File: config.mk
export PLATFORM = sky130hd
export DESIGN_NAME = nkw_dir
export DESIGN_NICKNAME = d
export VERILOG_FILES = /design/src/nkw_pkg.sv /design/src/nkw_dir.sv
export VERILOG_INCLUDE_DIRS = /design/src /design/src/src
export SDC_FILE = /design/constraint.sdc
export NUM_CORES = 1
export LEC_CHECK = 0
export BUFFER_PORTS_ARGS = -buffer_cell sky130_fd_sc_hd__buf_2
export CAP_MARGIN = 20
export CORE_MARGIN = 2
export CORE_UTILIZATION = 35
export DETAILED_ROUTE_END_ITERATION = 12
export PLACE_DENSITY = 0.61
export SKIP_CTS_REPAIR_TIMING = 1
export SYNTH_ARGS = -nofsm -noshare
export SYNTH_HDL_FRONTEND = slang
export SYNTH_SLANG_ARGS = --single-unit
export TNS_END_PERCENT = 10
File: constraint.sdc
create_clock -name clk -period 5.05 [get_ports clk]
set_input_delay 0.7575 -clock clk [delete_from_list [all_inputs] [get_ports clk]]
set_output_delay 0.7575 -clock clk [all_outputs]
set_load 0.01 [all_outputs]
File: src/nurbs_knot_weight_checker_assert.svh
// Assertion macros shared by the NURBS knot and weight checker modules.
// Depends on nothing; every user must have clk and rst_n in scope.
`ifndef NURBS_KNOT_WEIGHT_CHECKER_ASSERT_SVH
`define NURBS_KNOT_WEIGHT_CHECKER_ASSERT_SVH

// Same-cycle implication, checked outside reset.
`define NKW_ASSERT_SAME(label, ante, cons) \
  label: assert property (@(posedge clk) disable iff (!rst_n) (ante) |-> (cons)) \
    else $error("nkw same-cycle check failed");

// Next-cycle implication, checked outside reset.
`define NKW_ASSERT_NEXT(label, ante, cons) \
  label: assert property (@(posedge clk) disable iff (!rst_n) (ante) |=> (cons)) \
    else $error("nkw next-cycle check failed");

`endif

File: src/nkw_pkg.sv
// Package for the NURBS knot and weight checker: limits, codes and types.
// Used by nkw_dir, nkw_status and the top level; depends on nothing.
package nkw_pkg;

  // Limits of the checked data.
  localparam int MAX_ORDER = 16;
  localparam int MAX_KNOTS = 1024;

  // Field and register widths.
  localparam int TYPE_W  = 2;
  localparam int VALUE_W = 32;
  localparam int ORDER_W = 6;
  localparam int KNOTS_W = 10;
  localparam int TOL_W   = 16;
  localparam int CFG_W   = 16;
  localparam int IDX_W   = 3;
  localparam int STAT_W  = 5;
  localparam int MULT_W  = 10;

  // Request types.
  localparam logic [TYPE_W-1:0] REQ_U_KNOT = 2'd0;
  localparam logic [TYPE_W-1:0] REQ_V_KNOT = 2'd1;
  localparam logic [TYPE_W-1:0] REQ_WEIGHT = 2'd2;

  // Configuration register indexes.
  localparam logic [IDX_W-1:0] CFG_ORDER_U   = 3'd0;
  localparam logic [IDX_W-1:0] CFG_ORDER_V   = 3'd1;
  localparam logic [IDX_W-1:0] CFG_KNOTS_U   = 3'd2;
  localparam logic [IDX_W-1:0] CFG_KNOTS_V   = 3'd3;
  localparam logic [IDX_W-1:0] CFG_KNOT_TOL  = 3'd4;
  localparam logic [IDX_W-1:0] CFG_WEIGHT_MIN = 3'd5;

  // Status codes, in falling priority.
  localparam logic [STAT_W-1:0] ST_OK         = 5'd0;
  localparam logic [STAT_W-1:0] ST_U_ORD_LOW  = 5'd1;
  localparam logic [STAT_W-1:0] ST_U_ORD_HIGH = 5'd2;
  localparam logic [STAT_W-1:0] ST_V_ORD_LOW  = 5'd3;
  localparam logic [STAT_W-1:0] ST_V_ORD_HIGH = 5'd4;
  localparam logic [STAT_W-1:0] ST_U_FEW      = 5'd5;
  localparam logic [STAT_W-1:0] ST_V_FEW      = 5'd6;
  localparam logic [STAT_W-1:0] ST_WEIGHT     = 5'd7;
  localparam logic [STAT_W-1:0] ST_NO_KNOTS   = 5'd9;
  localparam logic [STAT_W-1:0] ST_ONLY_U     = 5'd10;
  localparam logic [STAT_W-1:0] ST_ONLY_V     = 5'd11;
  localparam logic [STAT_W-1:0] ST_U_M_START  = 5'd12;
  localparam logic [STAT_W-1:0] ST_U_M_END    = 5'd13;
  localparam logic [STAT_W-1:0] ST_U_M_MID    = 5'd14;
  localparam logic [STAT_W-1:0] ST_V_M_START  = 5'd15;
  localparam logic [STAT_W-1:0] ST_V_M_END    = 5'd16;
  localparam logic [STAT_W-1:0] ST_V_M_MID    = 5'd17;
  localparam logic [STAT_W-1:0] ST_U_DESC     = 5'd18;
  localparam logic [STAT_W-1:0] ST_V_DESC     = 5'd19;

  // Recorded multiplicity error of one direction.
  typedef enum logic [1:0] {
    MERR_NONE  = 2'd0,
    MERR_START = 2'd1,
    MERR_END   = 2'd2,
    MERR_MID   = 2'd3
  } merr_t;

  // Summary of one direction after the current word.
  typedef struct packed {
    logic  seen;
    merr_t mult_error;
    logic  descending;
  } dir_stat_t;

endpackage

File: src/nkw_dir.sv
// Knot tracker for one direction: multiplicity, descending and presence.
// Depends on nkw_pkg and the assertion macro header.
`include "nurbs_knot_weight_checker_assert.svh"

module nkw_dir (
  input  logic                              clk,
  input  logic                              rst_n,
  input  logic                              take,
  input  logic                              clear,
  input  logic signed [nkw_pkg::VALUE_W-1:0] value,
  input  logic [nkw_pkg::ORDER_W-1:0]       order,
  input  logic [nkw_pkg::KNOTS_W-1:0]       count,
  input  logic [nkw_pkg::TOL_W-1:0]         tol,
  output nkw_pkg::dir_stat_t                stat
);
  import nkw_pkg::*;

  logic [KNOTS_W-1:0]        position_r, position_nxt;
  logic [MULT_W-1:0]         mult_r, mult_nxt;
  logic signed [VALUE_W-1:0] prev_r, prev_nxt;
  merr_t                     merr_r, merr_nxt;
  logic                      desc_r, desc_nxt;
  logic                      seen_r, seen_nxt;

  logic                      in_range;
  logic signed [VALUE_W+1:0] diff;
  logic signed [VALUE_W+1:0] tol_s;
  logic                      near;
  logic                      drop;
  logic [MULT_W-1:0]         mult_inc;
  logic                      zone_start;
  logic                      zone_end;
  logic signed [KNOTS_W+1:0] end_limit;
  merr_t                     merr_upd;
  logic [MULT_W-1:0]         mult_upd;
  logic                      desc_upd;
  logic                      seen_upd;
  logic [KNOTS_W-1:0]        position_upd;
  logic signed [VALUE_W-1:0] prev_upd;

  // Exact difference against the previous knot and the tolerance window.
  assign in_range = (position_r < count) && (32'(position_r) < MAX_KNOTS);
  assign diff  = {{2{prev_r[VALUE_W-1]}}, prev_r} - {{2{value[VALUE_W-1]}}, value};
  assign tol_s = $signed({{(VALUE_W+2-TOL_W){1'b0}}, tol});
  assign near  = (diff < tol_s) && (diff > -tol_s);
  assign drop  = diff > tol_s;

  // Multiplicity count saturates at its top value.
  assign mult_inc = (mult_r == {MULT_W{1'b1}}) ? mult_r : mult_r + MULT_W'(1);

  // Position zones: first order+1 knots, last ones, and the middle.
  assign end_limit  = $signed({2'b00, count}) - $signed({{(KNOTS_W+2-ORDER_W){1'b0}}, order});
  assign zone_start = position_r <= {{(KNOTS_W-ORDER_W){1'b0}}, order};
  assign zone_end   = $signed({2'b00, position_r}) >= end_limit;

  // State after the current word.
  always_comb begin
    merr_upd     = merr_r;
    mult_upd     = mult_r;
    desc_upd     = desc_r;
    seen_upd     = seen_r | take;
    position_upd = position_r;
    prev_upd     = prev_r;
    if (take && in_range) begin
      if (position_r != '0) begin
        if (near) begin
          mult_upd = mult_inc;
          if (zone_start) begin
            if (mult_inc > {{(MULT_W-ORDER_W){1'b0}}, order}) merr_upd = MERR_START;
          end else if (zone_end) begin
            if (mult_inc > {{(MULT_W-ORDER_W){1'b0}}, order}) merr_upd = MERR_END;
          end else begin
            if (mult_inc >= {{(MULT_W-ORDER_W){1'b0}}, order}) merr_upd = MERR_MID;
          end
        end else begin
          mult_upd = MULT_W'(1);
        end
        if (drop) desc_upd = 1'b1;
      end
      prev_upd     = value;
      position_upd = position_r + KNOTS_W'(1);
    end
  end

  assign stat.seen       = seen_upd;
  assign stat.mult_error = merr_upd;
  assign stat.descending = desc_upd;

  // Clear at the end of a set, otherwise keep the updated state.
  always_comb begin
    if (clear) begin
      position_nxt = '0;
      mult_nxt     = MULT_W'(1);
      prev_nxt     = '0;
      merr_nxt     = MERR_NONE;
      desc_nxt     = 1'b0;
      seen_nxt     = 1'b0;
    end else begin
      position_nxt = position_upd;
      mult_nxt     = mult_upd;
      prev_nxt     = prev_upd;
      merr_nxt     = merr_upd;
      desc_nxt     = desc_upd;
      seen_nxt     = seen_upd;
    end
  end

  always_ff @(posedge clk) begin
    if (!rst_n) begin
      position_r <= '0;
      mult_r     <= MULT_W'(1);
      prev_r     <= '0;
      merr_r     <= MERR_NONE;
      desc_r     <= 1'b0;
      seen_r     <= 1'b0;
    end else begin
      position_r <= position_nxt;
      mult_r     <= mult_nxt;
      prev_r     <= prev_nxt;
      merr_r     <= merr_nxt;
      desc_r     <= desc_nxt;
      seen_r     <= seen_nxt;
    end
  end

  // A recorded error or a descending flag implies the direction was seen.
  `NKW_ASSERT_SAME(a_merr_seen, merr_r != MERR_NONE, seen_r)
  `NKW_ASSERT_SAME(a_desc_seen, desc_r, seen_r && (position_r != '0))
  // The end of a set leaves the tracker at its reset state.
  `NKW_ASSERT_NEXT(a_clear_state, clear, (position_r == '0) && (mult_r == MULT_W'(1)) && !seen_r)

endmodule

* Yosys cells after proc, flatten, opt, wreduce, memory -nomap -nowiden
Index checks and enable logic that the tools add are counted.
** Storage, ports and cells
- Bits in registers :: 56
- Input port bits :: 68
- Output and inout bits :: 4
- Word-level logic and storage cells :: 40
** Operators by class
- Add/subtract/negate cells :: 5
- Order comparisons :: 8
- Eq/ne operators :: 1
- Mux-type cells :: 13
- Bitwise logic cells :: 2
- Reductions and logical operators :: 5
** Operator list (number)
- $gt A33 B34 Y1 :: 1
- $neg A16 Y34 :: 1
- $gt A33 B17 Y1 :: 1
- $lt A33 B17 Y1 :: 1
- $sub A32 B32 Y33 :: 1
- $add A10 B1 Y10 const B :: 2
- $mux W10 :: 2
- $mux W2 :: 8
- $ge A11 B11 Y1 :: 1
- $sub A10 B6 Y11 :: 1
- $eq A10 B10 Y1 const B :: 1
- $ge A10 B6 Y1 :: 1
- $gt A10 B6 Y1 :: 1
- $le A10 B6 Y1 :: 1
- $lt A10 B10 Y1 :: 1
- $reduce_bool A10 Y1 :: 1
- $mux W1 :: 3
- $logic_and A1 B1 Y1 :: 2
- $reduce_and A2 Y1 :: 1
- $reduce_or A2 Y1 :: 1
- $not A1 Y1 :: 1
- $or A1 B1 Y1 :: 1

* Logic depth before layout (Yosys ltp)
- Depth in word-level cells :: 9
- Mapped depth :: 23
- Depth with buffers taken out :: 22

* Least setup slack after synthesis
No wires, ideal clock.
- Kind :: input-to-output
- Start :: input value[13] (netlist name)
- End :: output stat[1] (netlist name)
- Arrival :: 4591 ps
- Slack :: -299 ps
- Stages on the path :: 20
- Cell sequence :: inv_1 > ha_1 > clkbuf_1 > nand2_1 > nor4_1 > nand2_1 > a311oi_1 > o21ai_0 > a31oi_1 > inv_1 > ha_1 > nand4_1 > or3_1 > nand4_1 > o21ai_0 > a21oi_1 > and2_1 > buf_2 > nand3_1 > a32o_1
** RTL lines
- from (decl) :: line nkw_dir.sv:10 : input logic signed [nkw_pkg::VALUE_W-1:0] value,
- to (decl) :: line nkw_dir.sv:14 : output nkw_pkg::dir_stat_t stat

==> results.sh <==
export IMPL_avgSynthCellArea_um2=7.34
export IMPL_clock_path_buffers=2
export IMPL_fmax_ghz=0.182
export IMPL_fin_crit_sh_pct=109
export IMPL_fp_dieW_um=144
export IMPL_numCtsBuffers=5
export IMPL_vias=7196
export IMPL_synthFlopType="dfxtp_1"
export IMPL_fin_cells=1436
export IMPL_ys_async_sr_fraction_pct=0
export IMPL_maxCapViolCount=0
export IMPL_synth_area_um2=6830
export IMPL_ant_nets=0
export IMPL_synth_seq_cells=56
export IMPL_min_path_type="flop to flop"
export IMPL_n_antenna_cell=0
export IMPL_fin_ws_ps=-434
export IMPL_fin_skew_ps=6.54
export IMPL_cts_tree="yes"
export IMPL_post_route_min_period_ps=5480
export IMPL_antenna_found_initial=0
export IMPL_synth_top_area_share_pct=22.4
export IMPL_nets=1363
export IMPL_pin_count=72
export IMPL_place_ws_ps=-664
export IMPL_crit_path_start_kind="primary input"
export IMPL_setup_viol=3
export IMPL_die_h_um=144
export IMPL_slew_headroom_pct=44.9
export IMPL_rows=51
export IMPL_first_pass_iters=4
export IMPL_leakage_uw=0.00459
export IMPL_synth_common_cells="nor2_1, ha_1, a21oi_1"
export IMPL_synth_net_count=1123
export IMPL_drive_above_1_share_pct=27.7
export IMPL_crit_arrival_ps=4730
export IMPL_critPathRequiredTime_ps=4290
export IMPL_routed_wl_mm=18.8
export IMPL_worstSetupPathType="primary input to output pin"
export IMPL_post_place_cells=1425
export IMPL_synth_top_cell_by_area="ha_1"
export IMPL_grt_pass1_vias=6674
export IMPL_syn_to_final_growth_pct=35.0
export IMPL_place_gp_congestion=0.847
export IMPL_start_util_pct=35.3
export IMPL_violations="negative setup slack"
export IMPL_drcViolationCount=0
export IMPL_clk_pin_slew_ps=70
export IMPL_cts_sinks=56
export IMPL_cts_max_level=2
export IMPL_wl_per_cell_um=13.1
export IMPL_drt_vias_per_instance=5.01
export IMPL_cts_root_buf="clkbuf_16"
export IMPL_synth_warnings=0
export IMPL_ys_types=63
export IMPL_path_max_fanout=6
export IMPL_grt_start_max_net_pins=70
export IMPL_io_buffers=71
export IMPL_rsz0062_at_grt="true"
export IMPL_yosys_top_cells_area="ha_1, dfxtp_1, nor2_1"
export IMPL_track_usage_pct=18.4
export IMPL_yosysMostFrequentCell="nor2_1"
export IMPL_end_kind="output pin"
export IMPL_synth_cells=931
export IMPL_coreArea_um2=19300
export IMPL_maxSlewViolCount=0
export IMPL_power_uw=1410
export IMPL_ys_seq_area_share_pct=16.4
export IMPL_synth_edf_count=0
export IMPL_grt_ovfl_total=0
export IMPL_status="finished, violations left"
export IMPL_final_util_pct=47.7
export IMPL_dp_hpwl_mm=15.8
export IMPL_insertion_delay_ps=300
export IMPL_vdd_ir_drop_max_mv=0.112
export IMPL_hold_violations=0
export IMPL_tns_ps=-1060
export IMPL_worstMarginPinSlew_ps=819
export IMPL_die_area_um2=20600
export IMPL_drtIter0Drc=257
export IMPL_grt_pass1_wl_mm=31.0
export IMPL_p_per_area_nw_per_um2=153
==> report_power, final <==
| part | total, uW | switching [uW] | internal (uW) |
|---|---|---|---|
| clock network | 346 | 165 | 181 |
| registers | 456 | 5.23 | 451 |
| logic | 606 | 312 | 294 |
==> state kept, by name, indices dropped and copies added (netlist names) <==
signal / cells
seen_r: 1
position_r: 10
prev_r: 32
merr_r: 2
mult_r: 10
desc_r: 1
==> layout by cell type (no fill, tap or decap), types with 23 or more instances in the layout <==
cell type,n
a21o_1,28
a21oi_1,81
buf_2,70
buf_4,187
dfxtp_1,56
ha_1,116
inv_1,86
nand2_1,59
nand3_1,23
nand4_1,24
nor2_1,126
o21ai_0,27
xnor2_1,34
==> per-stage QoR <==
step | hold WS [ps] | instance area, um^2
3_5_place_dp | 481 | 8850
4_1_cts | 497 | 8980
5_1_grt | 512 | 9220
2_1_floorplan | 459 | 6890
6_report | 493 | 9220
3_3_place_gp | 469 | 8850
==> critical path, stage by stage <==
cell	delay [ps]
buf_6	80
ha_4	120
inv_2	30
fa_2	350
a21o_1	190
a221o_1	400
nand2_2	130
buf_6	110
a31oi_1	70
nor2_1	180
xnor2_2	110
ha_1	300
nand4_1	130
nor4_2	350
a21boi_2	230
a211o_1	130
o221ai_2	100
a21oi_2	260
and2_4	230
nand3_2	80
a32o_1	220
buf_2	130
==> layout make-up <==
cell class                      instances  area [um^2]
Clock buffer                            6          129
Clock inverter                          1         5.00
Multi-Input combinational cell        761         5500
Sequential cell                        56         1120
Inverter                               87          327
Timing Repair Buffer                  260         1800
Fill cell                            1945        10100
Tap cell                              265          332
==> layer usage <==
metal | track usage (%) | wire [um] | vias to the layer above
li1 | - | - | 3820
met1 | 24.4 | 8910 | 3266
met2 | 32.3 | 8980 | 94
met3 | 1.57 | 599 | 16
met4 | 4.49 | 258 | 0
met5 | 0 | 0 | -
==> cell families (layout without fill, tap and decap cells) <==
| kind of cell | Yosys count | in the layout | synth area share, % |
|---|---|---|---|
| buffers and inverters | 114 | 354 | 6.56 |
| flip-flops | 56 | 56 | 16.4 |
| XOR/XNOR | 56 | 56 | 7.18 |
| multiplexers | 7 | 7 | 1.06 |
| AO/OA/AOI/OAI | 236 | 236 | 21.9 |
| adder cells (fa/ha/maj) | 124 | 124 | 22.9 |
| AND/OR/NAND/NOR | 338 | 338 | 24.0 |
==> worst paths after layout <==
kind	from	to	slack, ps	depth (start not counted)
worst min register to register	prev_r[28]$_SDFFE_PP0P_	prev_r[28]$_SDFFE_PP0P_	490	2
worst max register to register	prev_r[0]$_SDFFE_PP0P_	mult_r[7]$_SDFFE_PP0P_	530	22
worst min-delay path	prev_r[28]$_SDFFE_PP0P_	prev_r[28]$_SDFFE_PP0P_	490	2
worst max-delay path	value[0]	stat[1]	-430	22
Power figures use the tool's default switching activity.
